File: src/hdl/modexp_pkg.sv
// shared types and constants for the modular exponentiation core
`timescale 1ns / 1ps
`default_nettype none

package modexp_pkg;

	// field widths
	localparam int MOD_W  = 31;
	localparam int WORD_W = 32;

	// multiply-reduce unit: one multiplier bit per step, msb first
	localparam int STEP_CNT_W = $clog2(WORD_W) + 1;
	localparam logic [STEP_CNT_W-1:0] MUL_STEPS = STEP_CNT_W'(WORD_W);

	// modulus register after reset, smallest modulus with nonzero residues
	localparam logic [MOD_W-1:0] MOD_RESET = MOD_W'(7681);
	localparam logic [MOD_W-1:0] MOD_MIN   = MOD_W'(2);
	localparam logic [MOD_W-1:0] ONE_VAL   = MOD_W'(1);

	// sequencer states
	typedef enum logic [4:0] {
		ST_IDLE = 5'b00001,
		ST_NORM = 5'b00010,
		ST_LOOP = 5'b00100,
		ST_MUL  = 5'b01000,
		ST_SQR  = 5'b10000
	} modexp_state_t;

	// request into the multiply-reduce unit: mcand * mplier mod modulus
	typedef struct packed {
		logic              start;
		logic [MOD_W-1:0]  mcand;
		logic [WORD_W-1:0] mplier;
	} mm_req_t;

	// response from the multiply-reduce unit
	typedef struct packed {
		logic             done;
		logic [MOD_W-1:0] prod;
	} mm_rsp_t;

endpackage

`default_nettype wire

File: src/hdl/modexp_mulred.sv
// shared interleaved modular multiply-reduce unit, one multiplier bit per cycle
`timescale 1ns / 1ps
`default_nettype none

module modexp_mulred import modexp_pkg::*; (
	input  wire logic             clk,
	input  wire logic             arst_n,
	input  wire logic [MOD_W-1:0] modulus,
	input  wire mm_req_t          req,
	output mm_rsp_t               rsp
);

	logic                  run_q;
	logic                  done_q;
	logic [STEP_CNT_W-1:0] cnt_q;
	logic [MOD_W-1:0]      mcand_q;
	logic [WORD_W-1:0]     mplier_q;
	logic [MOD_W-1:0]      r_q;

	logic [MOD_W+1:0]      t;
	logic [MOD_W+2:0]      d1;
	logic [MOD_W+2:0]      d2;
	logic [MOD_W-1:0]      r_next;

	// r = 2r + bit*mcand, then bring below modulus (t < 3*modulus)
	always_comb begin
		t  = {1'b0, r_q, 1'b0} + {2'b00, (mplier_q[WORD_W-1] ? mcand_q : '0)};
		d1 = {1'b0, t} - {3'b000, modulus};
		d2 = {1'b0, t} - {2'b00, modulus, 1'b0};
		if (!d2[MOD_W+2]) begin
			r_next = d2[MOD_W-1:0];
		end else if (!d1[MOD_W+2]) begin
			r_next = d1[MOD_W-1:0];
		end else begin
			r_next = t[MOD_W-1:0];
		end
	end

	// step control
	always_ff @(posedge clk or negedge arst_n) begin
		if (!arst_n) begin
			run_q  <= 1'b0;
			done_q <= 1'b0;
			cnt_q  <= '0;
		end else if (req.start) begin
			run_q  <= 1'b1;
			done_q <= 1'b0;
			cnt_q  <= MUL_STEPS;
		end else if (run_q) begin
			cnt_q <= cnt_q - STEP_CNT_W'(1);
			if (cnt_q == STEP_CNT_W'(1)) begin
				run_q  <= 1'b0;
				done_q <= 1'b1;
			end
		end else begin
			done_q <= 1'b0;
		end
	end

	// operand and remainder registers
	always_ff @(posedge clk) begin
		if (req.start) begin
			mcand_q  <= req.mcand;
			mplier_q <= req.mplier;
			r_q      <= '0;
		end else if (run_q) begin
			mplier_q <= {mplier_q[WORD_W-2:0], 1'b0};
			r_q      <= r_next;
		end
	end

	assign rsp.done = done_q;
	assign rsp.prod = r_q;

	// partial remainder stays reduced while stepping
	a_rem_reduced: assert property (@(posedge clk) disable iff (!arst_n)
		run_q |-> (r_q < modulus))
		else $error("partial remainder not below modulus");

	// completion follows the last step only
	a_done_after_run: assert property (@(posedge clk) disable iff (!arst_n)
		done_q |-> ($past(run_q) && !run_q))
		else $error("done without a finished run");

	// the step counter is never zero while running
	a_cnt_live: assert property (@(posedge clk) disable iff (!arst_n)
		run_q |-> (cnt_q != '0))
		else $error("step counter ran out while running");

endmodule

`default_nettype wire

File: src/hdl/modular_exponentiation_core.sv
// modular exponentiation core: right-to-left square-and-multiply over a shared reducer
//
// channel   ports                                 transfer
// --------  ------------------------------------  -------------------------------
// command   start, busy, base, exponent           start high while busy low
// result    done, power                           done high for one cycle
// config    cfg_we, cfg_wdata                     cfg_we high at a clock edge
//
// each modular product is one pass of the 32 multiplier bits through the shared
// multiply-reduce unit, between a launch and a completion; base reduction
// is one such pass. with k exponent bits and w of them set, an item makes
// one base reduction pass and k - 1 + w further passes.
// zero or negative exponent, or modulus below two, answers without the reducer.
// reset is asynchronous, active low; modulus returns to 7681.
// the receiver cannot stall: power is valid only in the done cycle.
`timescale 1ns / 1ps
`default_nettype none

module modular_exponentiation_core import modexp_pkg::*; (
	input  wire logic                     clk,
	input  wire logic                     arst_n,
	input  wire logic                     cfg_we,
	input  wire logic [MOD_W-1:0]         cfg_wdata,
	input  wire logic                     start,
	output logic                          busy,
	input  wire logic signed [WORD_W-1:0] base,
	input  wire logic signed [WORD_W-1:0] exponent,
	output logic                          done,
	output logic [MOD_W-1:0]              power
);

	modexp_state_t     state_q;
	logic              done_q;
	logic [MOD_W-1:0]  modulus_q;
	logic [MOD_W-1:0]  acc_q;
	logic [MOD_W-1:0]  b_q;
	logic [MOD_W-1:0]  e_q;
	logic              neg_q;
	logic [MOD_W-1:0]  power_q;

	logic              accept;
	logic              mod_small;
	logic              special;
	logic [WORD_W-1:0] base_mag;
	logic [MOD_W-1:0]  b_fixed;
	mm_req_t           mm_req;
	mm_rsp_t           mm_rsp;

	// command decode
	always_comb begin
		accept    = start && (state_q == ST_IDLE);
		mod_small = (modulus_q < MOD_MIN);
		special   = mod_small || exponent[WORD_W-1] || (exponent == '0);
		base_mag  = base[WORD_W-1] ? (~base + WORD_W'(1)) : base;
		b_fixed   = (neg_q && (mm_rsp.prod != '0)) ? (modulus_q - mm_rsp.prod)
			: mm_rsp.prod;
	end

	// launch the shared unit: base reduction on accept, then acc*b or b*b
	always_comb begin
		mm_req.start  = (accept && !special) || ((state_q == ST_LOOP) && (e_q != '0));
		mm_req.mcand  = ONE_VAL;
		mm_req.mplier = base_mag;
		if (state_q == ST_LOOP) begin
			mm_req.mcand  = e_q[0] ? acc_q : b_q;
			mm_req.mplier = {1'b0, b_q};
		end
	end

	modexp_mulred u_mulred (
		.clk     (clk),
		.arst_n  (arst_n),
		.modulus (modulus_q),
		.req     (mm_req),
		.rsp     (mm_rsp)
	);

	// modulus register
	always_ff @(posedge clk or negedge arst_n) begin
		if (!arst_n) begin
			modulus_q <= MOD_RESET;
		end else if (cfg_we) begin
			modulus_q <= cfg_wdata;
		end
	end

	// sequencer
	always_ff @(posedge clk or negedge arst_n) begin
		if (!arst_n) begin
			state_q <= ST_IDLE;
			done_q  <= 1'b0;
		end else begin
			done_q <= 1'b0;
			case (state_q)
				ST_IDLE: begin
					if (accept) begin
						if (special) begin
							done_q <= 1'b1;
						end else begin
							state_q <= ST_NORM;
						end
					end
				end
				ST_NORM: begin
					if (mm_rsp.done) begin
						state_q <= ST_LOOP;
					end
				end
				ST_LOOP: begin
					if (e_q == '0) begin
						state_q <= ST_IDLE;
						done_q  <= 1'b1;
					end else if (e_q[0]) begin
						state_q <= ST_MUL;
					end else begin
						state_q <= ST_SQR;
					end
				end
				ST_MUL, ST_SQR: begin
					if (mm_rsp.done) begin
						state_q <= ST_LOOP;
					end
				end
				default: begin
					state_q <= ST_IDLE;
				end
			endcase
		end
	end

	// datapath registers
	always_ff @(posedge clk) begin
		case (state_q)
			ST_IDLE: begin
				if (accept) begin
					e_q     <= exponent[MOD_W-1:0];
					neg_q   <= base[WORD_W-1];
					acc_q   <= ONE_VAL;
					power_q <= mod_small ? '0 : ONE_VAL;
				end
			end
			ST_NORM: begin
				if (mm_rsp.done) begin
					b_q <= b_fixed;
				end
			end
			ST_LOOP: begin
				if (e_q == '0) begin
					power_q <= acc_q;
				end
			end
			ST_MUL: begin
				if (mm_rsp.done) begin
					acc_q  <= mm_rsp.prod;
					e_q[0] <= 1'b0;
				end
			end
			ST_SQR: begin
				if (mm_rsp.done) begin
					b_q <= mm_rsp.prod;
					e_q <= {1'b0, e_q[MOD_W-1:1]};
				end
			end
			default: begin
			end
		endcase
	end

	assign busy  = (state_q != ST_IDLE);
	assign done  = done_q;
	assign power = power_q;

	// operands handed to the reducer are already reduced
	a_operands_reduced: assert property (@(posedge clk) disable iff (!arst_n)
		(state_q == ST_LOOP) |-> ((acc_q < modulus_q) && (b_q < modulus_q)))
		else $error("loop operands not below modulus");

	// a result strobe never overlaps an item still in work
	a_done_idle: assert property (@(posedge clk) disable iff (!arst_n)
		done_q |-> (state_q == ST_IDLE))
		else $error("result strobe while busy");

	// the reducer only completes while the sequencer waits on it
	a_rsp_expected: assert property (@(posedge clk) disable iff (!arst_n)
		mm_rsp.done |-> ((state_q == ST_NORM) || (state_q == ST_MUL) || (state_q == ST_SQR)))
		else $error("reducer completion while not waiting");

endmodule

`default_nettype wire

File: config.mk
export PLATFORM = sky130hd
export DESIGN_NAME = modular_exponentiation_core
export DESIGN_NICKNAME = d
export VERILOG_FILES = /design/src/hdl/modexp_pkg.sv /design/src/hdl/modexp_mulred.sv /design/src/hdl/modular_exponentiation_core.sv
export SDC_FILE = /design/constraint.sdc
export NUM_CORES = 1
export LEC_CHECK = 0
export BUFFER_PORTS_ARGS = -buffer_cell sky130_fd_sc_hd__buf_4
export CORE_UTILIZATION = 36
export CTS_CLUSTER_SIZE = 28
export DETAILED_ROUTE_END_ITERATION = 6
export PLACE_DENSITY = 0.56
export SLEW_MARGIN = 20
export SYNTH_ARGS = -nofsm -noshare
export SYNTH_HDL_FRONTEND = slang
export SYNTH_SLANG_ARGS = --single-unit
File: constraint.sdc
create_clock -name clk -period 8.85 [get_ports clk]
set_clock_uncertainty 0.2 [all_clocks]
set_input_delay 0 -clock clk [delete_from_list [all_inputs] [get_ports clk]]
set_output_delay 0 -clock clk [all_outputs]
set_load 0.005 [all_outputs]
==> implementation parameters, run 1 <==
Parameter                              Value

Run
  Max cap viols    0

Clocking
  Number of CTS-inserted buffers    34
  Register clock-pin slew on the reported worst setup and hold paths    0.06 ns
  Number of buffers on the longest clock path    3
  Root cell of the clock tree    sky130_fd_sc_hd__clkbuf_16
  Clock tree from TritonCTS    yes
  Clock latency on the worst-skew pair    0.54 ns
  Clock sink total    264
  Number of levels in the clock H-tree    2

Routing
  DR iter-0 viols    1,435
  Routed via count divided by cell count    5.414
  Remaining number of nets flagged by the antenna check after routing    0
  Routed length per instance    19.05 um
  Final routed wirelength across all metal layers    58,200 um
  Total number of vias    16,540
  Detailed-router iteration count before antenna repair    6
  Number of remaining DRC errors    0

Logic synthesis
  Synth Instances    2,080
  Sequential share of the synthesized area    40.09%
  Distinct cell type count of the synthesized netlist    81
  Syn avg cell area    8.873 sq um
  Most common flop cell mapped by yosys    sky130_fd_sc_hd__edfxtp_1
  Area share of the largest cell type after synthesis    30.59%
  Share of flip-flops with an asynchronous set or reset after synthesis    17.05%
  Count of state elements after synthesis    264
  Count leader, synth    sky130_fd_sc_hd__nand2_1
  EDFF count, synth    188
  Warnings from Yosys    0
  Mapped Nets    2,308
  Post-Synthesis Cell Area    18,460 sq um
  Ranking of synthesized cells by instance count    sky130_fd_sc_hd__nand2_1 (285), sky130_fd_sc_hd__edfxtp_1 (188), sky130_fd_sc_hd__nor2_1 (185)
  Biggest area contributors in the synthesized netlist    sky130_fd_sc_hd__edfxtp_1 (31%), sky130_fd_sc_hd__ha_1 (8.5%), sky130_fd_sc_hd__nand2_1 (5.8%)
  Largest area contributor in the synthesized netlist    sky130_fd_sc_hd__edfxtp_1

Worst setup path
  Worst Path Required    9.12 ns
  Critical setup path kind    reg -> reg
  Launch instance of the worst register-to-register path    u_mulred.mplier_q[31]
  Count of buffering cells on the critical path with inverters included    1
  Cells along the critical path    and2_1 > ha_1 > a2111oi_0 > o21ai_0 > a41oi_1 > o21bai_1 > a21oi_1 > o21bai_1 > a21oi_1 > xnor2_1 > ha_1 > and4_1 > nand4_1 > or4_1 > o32a_1 > a21oi_1 > a41o_1 > a221oi_4 > buf_4 > or4_1 > a21oi_1 > a221o_1
  Data arrival time of the critical path    7.05 ns
  Crit-path leading delay family    compound AO/OA/AOI/OAI gates
  Delay of the slowest critical-path stage    0.80 ns
  Cell depth of the worst flop-to-flop path    22
  Crit path capture type    flop
  Worst reg2reg endpoint    u_mulred.r_q[28]
  Worst path slowest cell    sky130_fd_sc_hd__edfxtp_1
  Maximum fanout count along the critical path    37
  Cell type with the highest occurrence count on the critical path    sky130_fd_sc_hd__a21oi_1
  Startpoint type of the worst setup path    flop
  Minimum setup slack among reg-to-reg paths    2.07 ns

Placed design
  Gpl congestion    0.9232
  PortBufs    131
  Placed Cells incl. Taps    2,818
  Placed instance area    20,120 sq um
  Half-perimeter wire length after placement    42,610 um

Worst hold path
  End point of the most critical hold path    e_q[9]
  HP Class    in -> reg
  Worst hold path startpoint    exponent[9]
  Worst hold stages    4

Timing
  Setup repair after global routing missed its margin    false
  Worst slew margin relative to its limit    31.91%
  Max Transition Viols Final    0
  Final hold vios    0
  Crit share post-route    76.59%
  Final TNS setup    0 ns
  Final Critical Period    6.778 ns
  Final-report setup violation count    0
  Actual transition at the worst max-transition pin    1.018 ns
  Fmax    147.5 MHz

Finish
  Cell area after layout    22,970 sq um
  Cell Count, Final, Fillers Out    3,056
  # diodes    0
  FILL cells    4,848
  Layout cell share with drive strength beyond 1    10.15%
  Final-stage net count    2,588
  Final Util    45.60%
  Signed area change from the synthesized netlist to the final layout    24.48%

Floorplanning
  Core area    50,380 sq um
  Width of the chip    228.4 um
  Full die area    52,170 sq um
  Initial core utilization    36.64%
  Io pins    132
  Num rows    82
  Die boundary height    228.4 um

Global routing
  Vias in the first global route    15,880
  GRT Residual Overflow    0
  Global-route wire length before repair    90,680 um
  Aggregate global-route resource usage    21.96%
  Maximum number of pins on one net before global-route repair    87
  Initial antenna violation count    0

Status
  Status    finished clean

Power
  Maximum vdd ir drop    0.2174 mV
  Leakage power total    9.565 nW
  Pwr dens    405.7 nW/um^2
cell families after synthesis:
logic type      share of synthesized area, %
buf+inv                                3.946
xor+xnor                               6.027
compound gates                         18.68
mux                                    3.186
simple gates                           19.16
flops                                  40.09
fa+ha+maj                              8.908
final cells by class:
class | instances | area (sq um) | share of cell area [%]
clock inverter | 13 | 120.1 | 0.5228
tap | 672 | 840.8 | 3.660
clock buffer | 47 | 930.9 | 4.052
inverter | 111 | 416.7 | 1.814
multi-input combinational | 1624 | 10360 | 45.11
sequential | 264 | 7400 | 32.21
timing repair buffer | 325 | 2903 | 12.64
flip-flops by register name, indices dropped and copies added (netlist names):
signal             count
u_mulred.mplier_q     32
acc_q                 31
b_q                   31
e_q                   31
modulus_q             31
power                 31
u_mulred.mcand_q      31
u_mulred.r_q          31
u_mulred.cnt_q         6
state_q                5
done                   1
neg_q                  1
u_mulred.done_q        1
u_mulred.run_q         1
how the worst max path moves through the flow:
| stage | from | to | slack [ns] | cells past startpoint |
|---|---|---|---|---|
| 2_1_floorplan | u_mulred.mplier_q[31] | u_mulred.r_q[1] | 3.49 | 23 |
| 3_3_place_gp | u_mulred.mplier_q[31] | u_mulred.r_q[28] | 2.29 | 22 |
| 3_5_place_dp | u_mulred.mplier_q[31] | u_mulred.r_q[28] | 2.18 | 22 |
| 4_1_cts | u_mulred.mplier_q[31] | u_mulred.r_q[28] | 2.14 | 22 |
| 5_1_grt | u_mulred.mplier_q[31] | u_mulred.r_q[30] | 1.49 | 22 |
| 6_report | u_mulred.mplier_q[31] | u_mulred.r_q[28] | 2.07 | 22 |
where the power goes:
group | internal (mW) | leakage [nW] | switching, mW
sequential | 1.66 | 2.64 | 0.251
combinational | 2.50 | 6.41 | 3.58
clock | 0.771 | 0.510 | 0.557
layer usage:
| layer | vias up | global-route usage, % | share of wire [%] |
|---|---|---|---|
| met4 | 0 | 6.376 | 2.3 |
| met3 | 72 | 2.058 | 5.4 |
| met1 | 7875 | 32.90 | 50 |
| li1 | 8076 | - | - |
| met2 | 521 | 33.31 | 42 |
| met5 | - | 0 | 0 |
worst register-to-register path: stages, from the launching register on:
cell                        delay (ns)
sky130_fd_sc_hd__edfxtp_1         0.80
sky130_fd_sc_hd__and2_1           0.24
sky130_fd_sc_hd__ha_1             0.29
sky130_fd_sc_hd__a2111oi_0        0.45
sky130_fd_sc_hd__o21ai_0          0.28
sky130_fd_sc_hd__a41oi_1          0.35
sky130_fd_sc_hd__o21bai_1         0.10
sky130_fd_sc_hd__a21oi_1          0.22
sky130_fd_sc_hd__o21bai_1         0.09
sky130_fd_sc_hd__a21oi_1          0.18
sky130_fd_sc_hd__xnor2_1          0.17
sky130_fd_sc_hd__ha_1             0.40
sky130_fd_sc_hd__and4_1           0.30
sky130_fd_sc_hd__nand4_1          0.16
sky130_fd_sc_hd__or4_1            0.43
sky130_fd_sc_hd__o32a_1           0.24
sky130_fd_sc_hd__a21oi_1          0.31
sky130_fd_sc_hd__a41o_1           0.30
sky130_fd_sc_hd__a221oi_4         0.10
sky130_fd_sc_hd__buf_4            0.28
sky130_fd_sc_hd__or4_1            0.57
sky130_fd_sc_hd__a21oi_1          0.16
sky130_fd_sc_hd__a221o_1          0.12
cell usage in the layout, fill, tap and decap left out, types with 62 or more instances in the layout:
master / Yosys / final
sky130_fd_sc_hd__nor2_1: 185 / 184
sky130_fd_sc_hd__xor2_1: 65 / 65
sky130_fd_sc_hd__xnor2_1: 62 / 62
sky130_fd_sc_hd__dlygate4sd3_1: 0 / 177
sky130_fd_sc_hd__a21oi_1: 154 / 153
sky130_fd_sc_hd__ha_1: 125 / 125
sky130_fd_sc_hd__o21ai_0: 173 / 171
sky130_fd_sc_hd__edfxtp_1: 188 / 188
sky130_fd_sc_hd__inv_1: 110 / 109
sky130_fd_sc_hd__and2_1: 70 / 70
sky130_fd_sc_hd__buf_4: 0 / 147
sky130_fd_sc_hd__nand2_1: 285 / 285
metrics by stage:
| stage | total power, mW | worst slack, ns | hold slack, ns |
|---|---|---|---|
| after floorplan | 6.300 | 3.494 | -0.4956 |
| after global placement | 7.758 | 2.292 | -0.1226 |
| after detailed placement | 7.797 | 2.181 | -0.1202 |
| after CTS | 9.238 | 2.139 | 0.06623 |
| after global routing | 10.04 | 1.494 | 0.09568 |
| final | 9.320 | 2.072 | 0.09633 |
what timing repair did:
item / 4_1_cts / 5_1_grt
endpoints found under the hold margin: 144 / 0
hold buffers: 178 / 0
setup buffers: 0 / 0
gates resized for setup: 0 / 0
Power figures use the tool's default switching activity.
==> run 2, diff against run 1 <==
--- a/config.mk
+++ b/config.mk
@@ -9,7 +9,7 @@
 export CORE_UTILIZATION = 36
 export CTS_CLUSTER_SIZE = 28
 export DETAILED_ROUTE_END_ITERATION = 6
-export PLACE_DENSITY = 0.56
+export PLACE_DENSITY = 0.58
 export SLEW_MARGIN = 20
 export SYNTH_ARGS = -nofsm -noshare
 export SYNTH_HDL_FRONTEND = slang
==> constraint.sdc (replaced) <==
create_clock -name clk -period 6.2 [get_ports clk]
set_clock_uncertainty 0.2 [all_clocks]
set_input_delay 0 -clock clk [delete_from_list [all_inputs] [get_ports clk]]
set_output_delay 0 -clock clk [all_outputs]
set_load 0.005 [all_outputs]
==> run 2 against run 1 <==
Non-clock buffer count grew 66. Global-route usage barely moved. Worst hold slack worse by 0.036 ns. First-iteration DRC count shrank 19%. Register-to-register slack worse by 1.8 ns. Via count is 1.1% higher. Count of clock-buffer cells in the layout down 5. Final area increased by 2.8%. Cell count increased by 2.1%. Total power increased by 50%. Largest power group unchanged.
==> implementation parameters, run 2 (synthesized netlist as in run 1, its figures left out) <==
Parameter                              Value

Worst setup path
  Maximum fanout count along the critical path    17
  Launch instance of the worst register-to-register path    u_mulred.mplier_q[31]
  Cells along the critical path    buf_4 > and2_1 > ha_1 > inv_1 > fa_1 > nand2b_1 > a21oi_1 > o31a_1 > a21oi_1 > o21ai_0 > a41oi_1 > xnor2_2 > ha_1 > nand3_2 > or4_1 > o32a_1 > a21oi_2 > a41o_1 > a221oi_4 > buf_4 > or4_1 > a21oi_1 > a221o_1
  Crit-path leading delay family    compound AO/OA/AOI/OAI gates
  Delay of the slowest critical-path stage    0.54 ns
  Minimum setup slack among reg-to-reg paths    0.28 ns
  Cell type with the highest occurrence count on the critical path    sky130_fd_sc_hd__a21oi_1
  Critical setup path kind    reg -> reg
  Crit path capture type    flop
  Cell depth of the worst flop-to-flop path    23
  Data arrival time of the critical path    6.23 ns
  Startpoint type of the worst setup path    flop
  Worst Path Required    6.51 ns
  Count of buffering cells on the critical path with inverters included    3
  Worst reg2reg endpoint    u_mulred.r_q[28]
  Worst path slowest cell    sky130_fd_sc_hd__or4_1

Routing
  Routed via count divided by cell count    5.364
  Number of remaining DRC errors    0
  Remaining number of nets flagged by the antenna check after routing    0
  Total number of vias    16,730
  Routed length per instance    18.77 um
  DR iter-0 viols    1,159
  Final routed wirelength across all metal layers    58,560 um
  Detailed-router iteration count before antenna repair    5

Timing
  Final hold vios    0
  Hold WS    0.06027 ns
  Final-report setup violation count    0
  Worst slew margin relative to its limit    38.05%
  Crit share post-route    95.41%
  Actual transition at the worst max-transition pin    0.9282 ns
  Final Critical Period    5.915 ns
  Fmax    169.1 MHz
  Max Transition Viols Final    0

Worst hold path
  Worst hold stages    4
  End point of the most critical hold path    e_q[9]
  HP Class    in -> reg
  Worst hold path startpoint    exponent[9]

Finish
  FILL cells    4,800
  Leading cell types in the layout, fill and taps excluded    sky130_fd_sc_hd__nand2_1 (285), sky130_fd_sc_hd__dlygate4sd3_1 (196), sky130_fd_sc_hd__buf_4 (190)
  Final Util    46.87%
  Signed area change from the synthesized netlist to the final layout    27.93%
  Register bank with the most flops    u_mulred.mplier_q
  Final-stage net count    2,651
  Sequential cell area    7400 sq um
  Cell Count, Final, Fillers Out    3,119
  # diodes    0
  Multi-input gate area    10,430 sq um
  Cell area after layout    23,610 sq um
  Most common cell after layout, fill and taps aside    sky130_fd_sc_hd__nand2_1
  Layout cell share with drive strength beyond 1    12.38%
  Number of flip-flops in the largest register    32

Global routing
  Initial antenna violation count    0
  Global-route wire length before repair    91,090 um
  Maximum number of pins on one net before global-route repair    91
  Vias in the first global route    16,300
  GRT Residual Overflow    0
  Aggregate global-route resource usage    21.95%

Status
  Status    finished clean

Power
  Sequential power share    19.3%
  Sw frac    46.38%
  Pwr dens    590.3 nW/um^2
  Internal power summed over all cells    7.472 mW
  Net switching power of the design    6.465 mW
  Maximum vdd ir drop    0.2422 mV
  Leakage power total    9.917 nW
  Logic gate share of total power    67.3%
  Clock share of power    13.3%

Placed design
  Placed instance area    20,410 sq um
  Placed Cells incl. Taps    2,852
  Gpl congestion    0.9370
  PortBufs    131
  Half-perimeter wire length after placement    42,800 um

Clocking
  Clock sink total    264
  Root cell of the clock tree    sky130_fd_sc_hd__clkbuf_16
  Number of CTS-inserted buffers    31
  Number of buffers on the longest clock path    3
  Clock latency on the worst-skew pair    0.58 ns
  Clock tree from TritonCTS    yes
  Number of levels in the clock H-tree    1
  Register clock-pin slew on the reported worst setup and hold paths    0.06 ns

Floorplanning
  Initial core utilization    36.64%
  Core area    50,380 sq um
  Width of the chip    228.4 um
  Io pins    132
  Full die area    52,170 sq um
  Die boundary height    228.4 um
  Num rows    82

Run
  Max cap viols    0
run 2: tightest hold or removal path, cell delays in order:
cell and delay (ns):
sky130_fd_sc_hd__dlygate4sd3_1 0.52, sky130_fd_sc_hd__buf_4 0.10, sky130_fd_sc_hd__nand2_1 0.04, sky130_fd_sc_hd__nand2_1 0.05
run 2: per-stage QoR:
step	power, mW	TNS [ns]	setup slack, ns
4_1_cts	13.59	0	0.005141
3_5_place_dp	11.56	0	0.05115
2_1_floorplan	8.993	0	0.8436
5_1_grt	14.98	-0.02361	-0.01313
6_report	13.94	0	0.2846
3_3_place_gp	11.50	0	0.2226
run 2: worst max-delay path by stage:
stage	startpoint	end	slack [ns]	cells past startpoint
2_1_floorplan	u_mulred.mplier_q[31]	u_mulred.r_q[1]	0.84	23
3_3_place_gp	u_mulred.mplier_q[31]	u_mulred.r_q[28]	0.22	22
3_5_place_dp	u_mulred.mplier_q[31]	u_mulred.r_q[28]	0.05	22
4_1_cts	u_mulred.mplier_q[31]	u_mulred.r_q[28]	0.005	22
5_1_grt	u_mulred.mplier_q[31]	u_mulred.r_q[28]	-0.01	23
6_report	u_mulred.mplier_q[31]	u_mulred.r_q[28]	0.28	23
run 2: area by class of cell:
class,instances,share of cell area (%)
Inverter,111,1.765
Clock buffer,42,3.683
Sequential cell,264,31.34
Clock inverter,15,0.6307
Multi-Input combinational cell,1624,44.16
Timing Repair Buffer,391,14.86
Tap cell,672,3.561
run 2: power groups by stage:
stage	sequential (mW)	clock (mW)	combinational, mW
floorplan	2.58	0	6.42
global placement	2.72	0	8.78
detailed placement	2.73	0	8.83
CTS	2.69	1.89	9.00
global route	2.73	1.96	10.3
finish	2.69	1.86	9.38
run 2: layer usage:
layer	global-route usage, %	vias up	part of all wire (%)
li1	-	8198	-
met3	2.258	71	5.4
met4	5.600	0	2.1
met2	33.64	492	43
met1	32.76	7970	49
met5	0	-	0
run 2: what timing repair did:
| action | CTS | global route |
|---|---|---|
| setup buffers | 0 | 11 |
| gates resized for setup | 0 | 13 |
| hold endpoints to repair | 145 | 0 |
| hold buffers | 197 | 0 |
| setup endpoints to repair | 0 | 31 |
==> run 3, diff against run 2 <==
--- a/config.mk
+++ b/config.mk
@@ -6,10 +6,10 @@
 export NUM_CORES = 1
 export LEC_CHECK = 0
 export BUFFER_PORTS_ARGS = -buffer_cell sky130_fd_sc_hd__buf_4
-export CORE_UTILIZATION = 36
+export CORE_UTILIZATION = 45
 export CTS_CLUSTER_SIZE = 28
 export DETAILED_ROUTE_END_ITERATION = 6
-export PLACE_DENSITY = 0.58
+export PLACE_DENSITY = 0.69
 export SLEW_MARGIN = 20
 export SYNTH_ARGS = -nofsm -noshare
 export SYNTH_HDL_FRONTEND = slang
==> constraint.sdc (replaced) <==
create_clock -name clk -period 6.2 [get_ports clk]
set_clock_uncertainty 0.2 [all_clocks]
set_input_delay 1.24 -clock clk [delete_from_list [all_inputs] [get_ports clk]]
set_output_delay 1.24 -clock clk [all_outputs]
set_load 0.005 [all_outputs]
==> run 3 against run 2 <==
Sequential share of layout area increased by 3.3 points. First-iteration DRC count increased by 41%. Maximum frequency decreased by 1.1%. Highest routed layer unchanged.
==> implementation parameters, run 3 (synthesized netlist as in run 1, its figures left out) <==
Parameter                              Value

Status
  Status    finished clean

Finish
  Cell Count, Final, Fillers Out    2,756
  Layout cell share with drive strength beyond 1    13.18%
  Final Util    53.30%
  Leading cell types in the layout, fill and taps excluded    sky130_fd_sc_hd__nand2_1 (285), sky130_fd_sc_hd__edfxtp_1 (188), sky130_fd_sc_hd__nor2_1 (184)
  Number of flip-flops in the largest register    32
  Signed area change from the synthesized netlist to the final layout    15.80%
  Register bank with the most flops    u_mulred.mplier_q
  Most common cell after layout, fill and taps aside    sky130_fd_sc_hd__nand2_1
  # diodes    0
  Final-stage net count    2,435

Placed design
  PortBufs    131
  Pre-CTS setup slack    -0.01505 ns
  Half-perimeter wire length after placement    40,600 um
  Gpl congestion    0.9904
  Placed Cells incl. Taps    2,691

Clocking
  Clock latency on the worst-skew pair    0.60 ns
  Number of levels in the clock H-tree    1
  Register clock-pin slew on the reported worst setup and hold paths    0.07 ns
  Clock sink total    264
  Number of buffers on the longest clock path    3
  Number of CTS-inserted buffers    30
  Clock tree from TritonCTS    yes
  Root cell of the clock tree    sky130_fd_sc_hd__clkbuf_16

Timing
  Final-report setup violation count    0
  Max Transition Viols Final    0
  Worst slew margin relative to its limit    39.99%
  Hold WS    0.3267 ns
  Worst setup slack after layout    0.2178 ns
  Final hold vios    0
  Crit share post-route    96.49%
  Actual transition at the worst max-transition pin    0.8991 ns
  Final Critical Period    5.982 ns
  Fmax    167.2 MHz

Floorplanning
  Width of the chip    204.5 um
  Io pins    132
  Core area    40,100 sq um
  Num rows    73
  Die boundary height    204.5 um
  Full die area    41,830 sq um
  Initial core utilization    46.03%

Worst setup path
  Delay of the slowest critical-path stage    0.54 ns
  Crit path capture type    flop
  Worst path slowest cell    sky130_fd_sc_hd__a221oi_4
  Data arrival time of the critical path    6.24 ns
  Worst reg2reg endpoint    u_mulred.r_q[18]
  Launch instance of the worst register-to-register path    u_mulred.mplier_q[31]
  Critical setup path kind    reg -> reg
  Minimum setup slack among reg-to-reg paths    0.22 ns
  Startpoint type of the worst setup path    flop
  Maximum fanout count along the critical path    17
  Worst Path Required    6.46 ns
  Crit path depth    22
  Count of buffering cells on the critical path with inverters included    3
  Cell type with the highest occurrence count on the critical path    sky130_fd_sc_hd__a21oi_1
  Cell depth of the worst flop-to-flop path    22
  Endpoint of the worst setup timing path    u_mulred.r_q[18]
  Cells along the critical path    buf_4 > buf_4 > and2_1 > ha_1 > a21oi_1 > o21ai_0 > nor2_1 > a31oi_2 > a31oi_2 > mux2i_1 > o2111ai_1 > ha_1 > a21oi_1 > nand2b_1 > a21oi_2 > a21oi_2 > a41o_1 > a221oi_4 > buf_12 > mux2_2 > o21ai_0 > a21oi_1
  Crit-path leading delay family    compound AO/OA/AOI/OAI gates
  Startpoint of the worst setup timing path    u_mulred.mplier_q[31]

Global routing
  Initial antenna violation count    1
  Aggregate global-route resource usage    25.49%
  GRT Residual Overflow    0
  Global-route wire length before repair    84,060 um
  Maximum number of pins on one net before global-route repair    91
  Vias in the first global route    15,340

Routing
  Number of remaining DRC errors    0
  DR iter-0 viols    1,636
  Remaining number of nets flagged by the antenna check after routing    0
  Routed via count divided by cell count    5.847
  Total number of vias    16,110
  Routed length per instance    19.48 um
  Final routed wirelength across all metal layers    53,680 um
  Detailed-router iteration count before antenna repair    7

Power
  Clock share of power    13.8%
  Sw frac    46.24%
  Logic gate share of total power    66.5%
  Pwr dens    636.3 nW/um^2
  Net switching power of the design    6.288 mW
  Internal power summed over all cells    7.310 mW
  Maximum vdd ir drop    0.3312 mV
  Sequential power share    19.7%
  Leakage power total    9.027 nW

Run
  Max cap viols    0

Worst hold path
  HP Class    reg -> reg
[run 3: repair_timing]
item | in CTS | in global routing
pin swaps | 1 | 6
hold buffers | 0 | 0
setup buffers | 2 | 6
endpoints found under the setup margin | 7 | 31
gates cloned | 0 | 1
resized for setup | 0 | 25
[run 3: metal layers]
| layer | global-route usage (%) | routed length (um) |
|---|---|---|
| met3 | 2.943 | 3514 |
| met1 | 38.65 | 26100 |
| met5 | 0 | 0 |
| met2 | 38.11 | 22770 |
| met4 | 6.716 | 1288 |
[run 3: per-stage QoR]
stage / instance area, sq um / TNS (ns) / total power [mW]
floorplan: 18460 / 0 / 8.993
global placement: 20110 / 0 / 11.12
detailed placement: 20110 / -0.01812 / 11.26
CTS: 21180 / 0 / 13.22
global route: 21370 / -0.08217 / 14.61
finish: 21370 / 0 / 13.60
[run 3: worst register-to-register path, stage by stage (launching register included)]
cell                        delay, ns
sky130_fd_sc_hd__edfxtp_1        0.36
sky130_fd_sc_hd__buf_4           0.19
sky130_fd_sc_hd__buf_4           0.18
sky130_fd_sc_hd__and2_1          0.15
sky130_fd_sc_hd__ha_1            0.36
sky130_fd_sc_hd__a21oi_1         0.29
sky130_fd_sc_hd__o21ai_0         0.22
sky130_fd_sc_hd__nor2_1          0.16
sky130_fd_sc_hd__a31oi_2         0.16
sky130_fd_sc_hd__a31oi_2         0.38
sky130_fd_sc_hd__mux2i_1         0.22
sky130_fd_sc_hd__o2111ai_1       0.27
sky130_fd_sc_hd__ha_1            0.43
sky130_fd_sc_hd__a21oi_1         0.22
sky130_fd_sc_hd__nand2b_1        0.09
sky130_fd_sc_hd__a21oi_2         0.15
sky130_fd_sc_hd__a21oi_2         0.09
sky130_fd_sc_hd__a41o_1          0.30
sky130_fd_sc_hd__a221oi_4        0.54
sky130_fd_sc_hd__buf_12          0.23
sky130_fd_sc_hd__mux2_2          0.34
sky130_fd_sc_hd__o21ai_0         0.20
sky130_fd_sc_hd__a21oi_1         0.09
[run 3: cell type report]
class                           instances  area [sq um]
Clock buffer                           36         783.3
Inverter                              111         416.7
Tap cell                              525         656.9
Timing Repair Buffer                  176          1364
Multi-Input combinational cell       1624         10480
Clock inverter                         20         266.5
Sequential cell                       264          7400
Fill cell                            3634         18730
[run 3: how the worst min path moves through the flow]
| stage | from | end | cells after the start |
|---|---|---|---|
| 6_report | u_mulred.mplier_q[15] | u_mulred.mplier_q[16] | 2 |
| 3_3_place_gp | u_mulred.mplier_q[1] | u_mulred.mplier_q[2] | 2 |
| 2_1_floorplan | u_mulred.done_q | state_q[1] | 1 |
| 5_1_grt | u_mulred.mplier_q[0] | u_mulred.mplier_q[1] | 2 |
| 4_1_cts | u_mulred.mplier_q[6] | u_mulred.mplier_q[7] | 2 |
| 3_5_place_dp | u_mulred.mplier_q[6] | u_mulred.mplier_q[7] | 2 |
[run 3: power groups by stage]
stage | sequential (mW) | combinational [mW] | clock (mW)
after global placement | 2.71 | 8.41 | 0
after floorplan | 2.58 | 6.42 | 0
final | 2.68 | 9.04 | 1.87
after CTS | 2.68 | 8.64 | 1.91
after global routing | 2.71 | 9.92 | 1.97
after detailed placement | 2.71 | 8.55 | 0
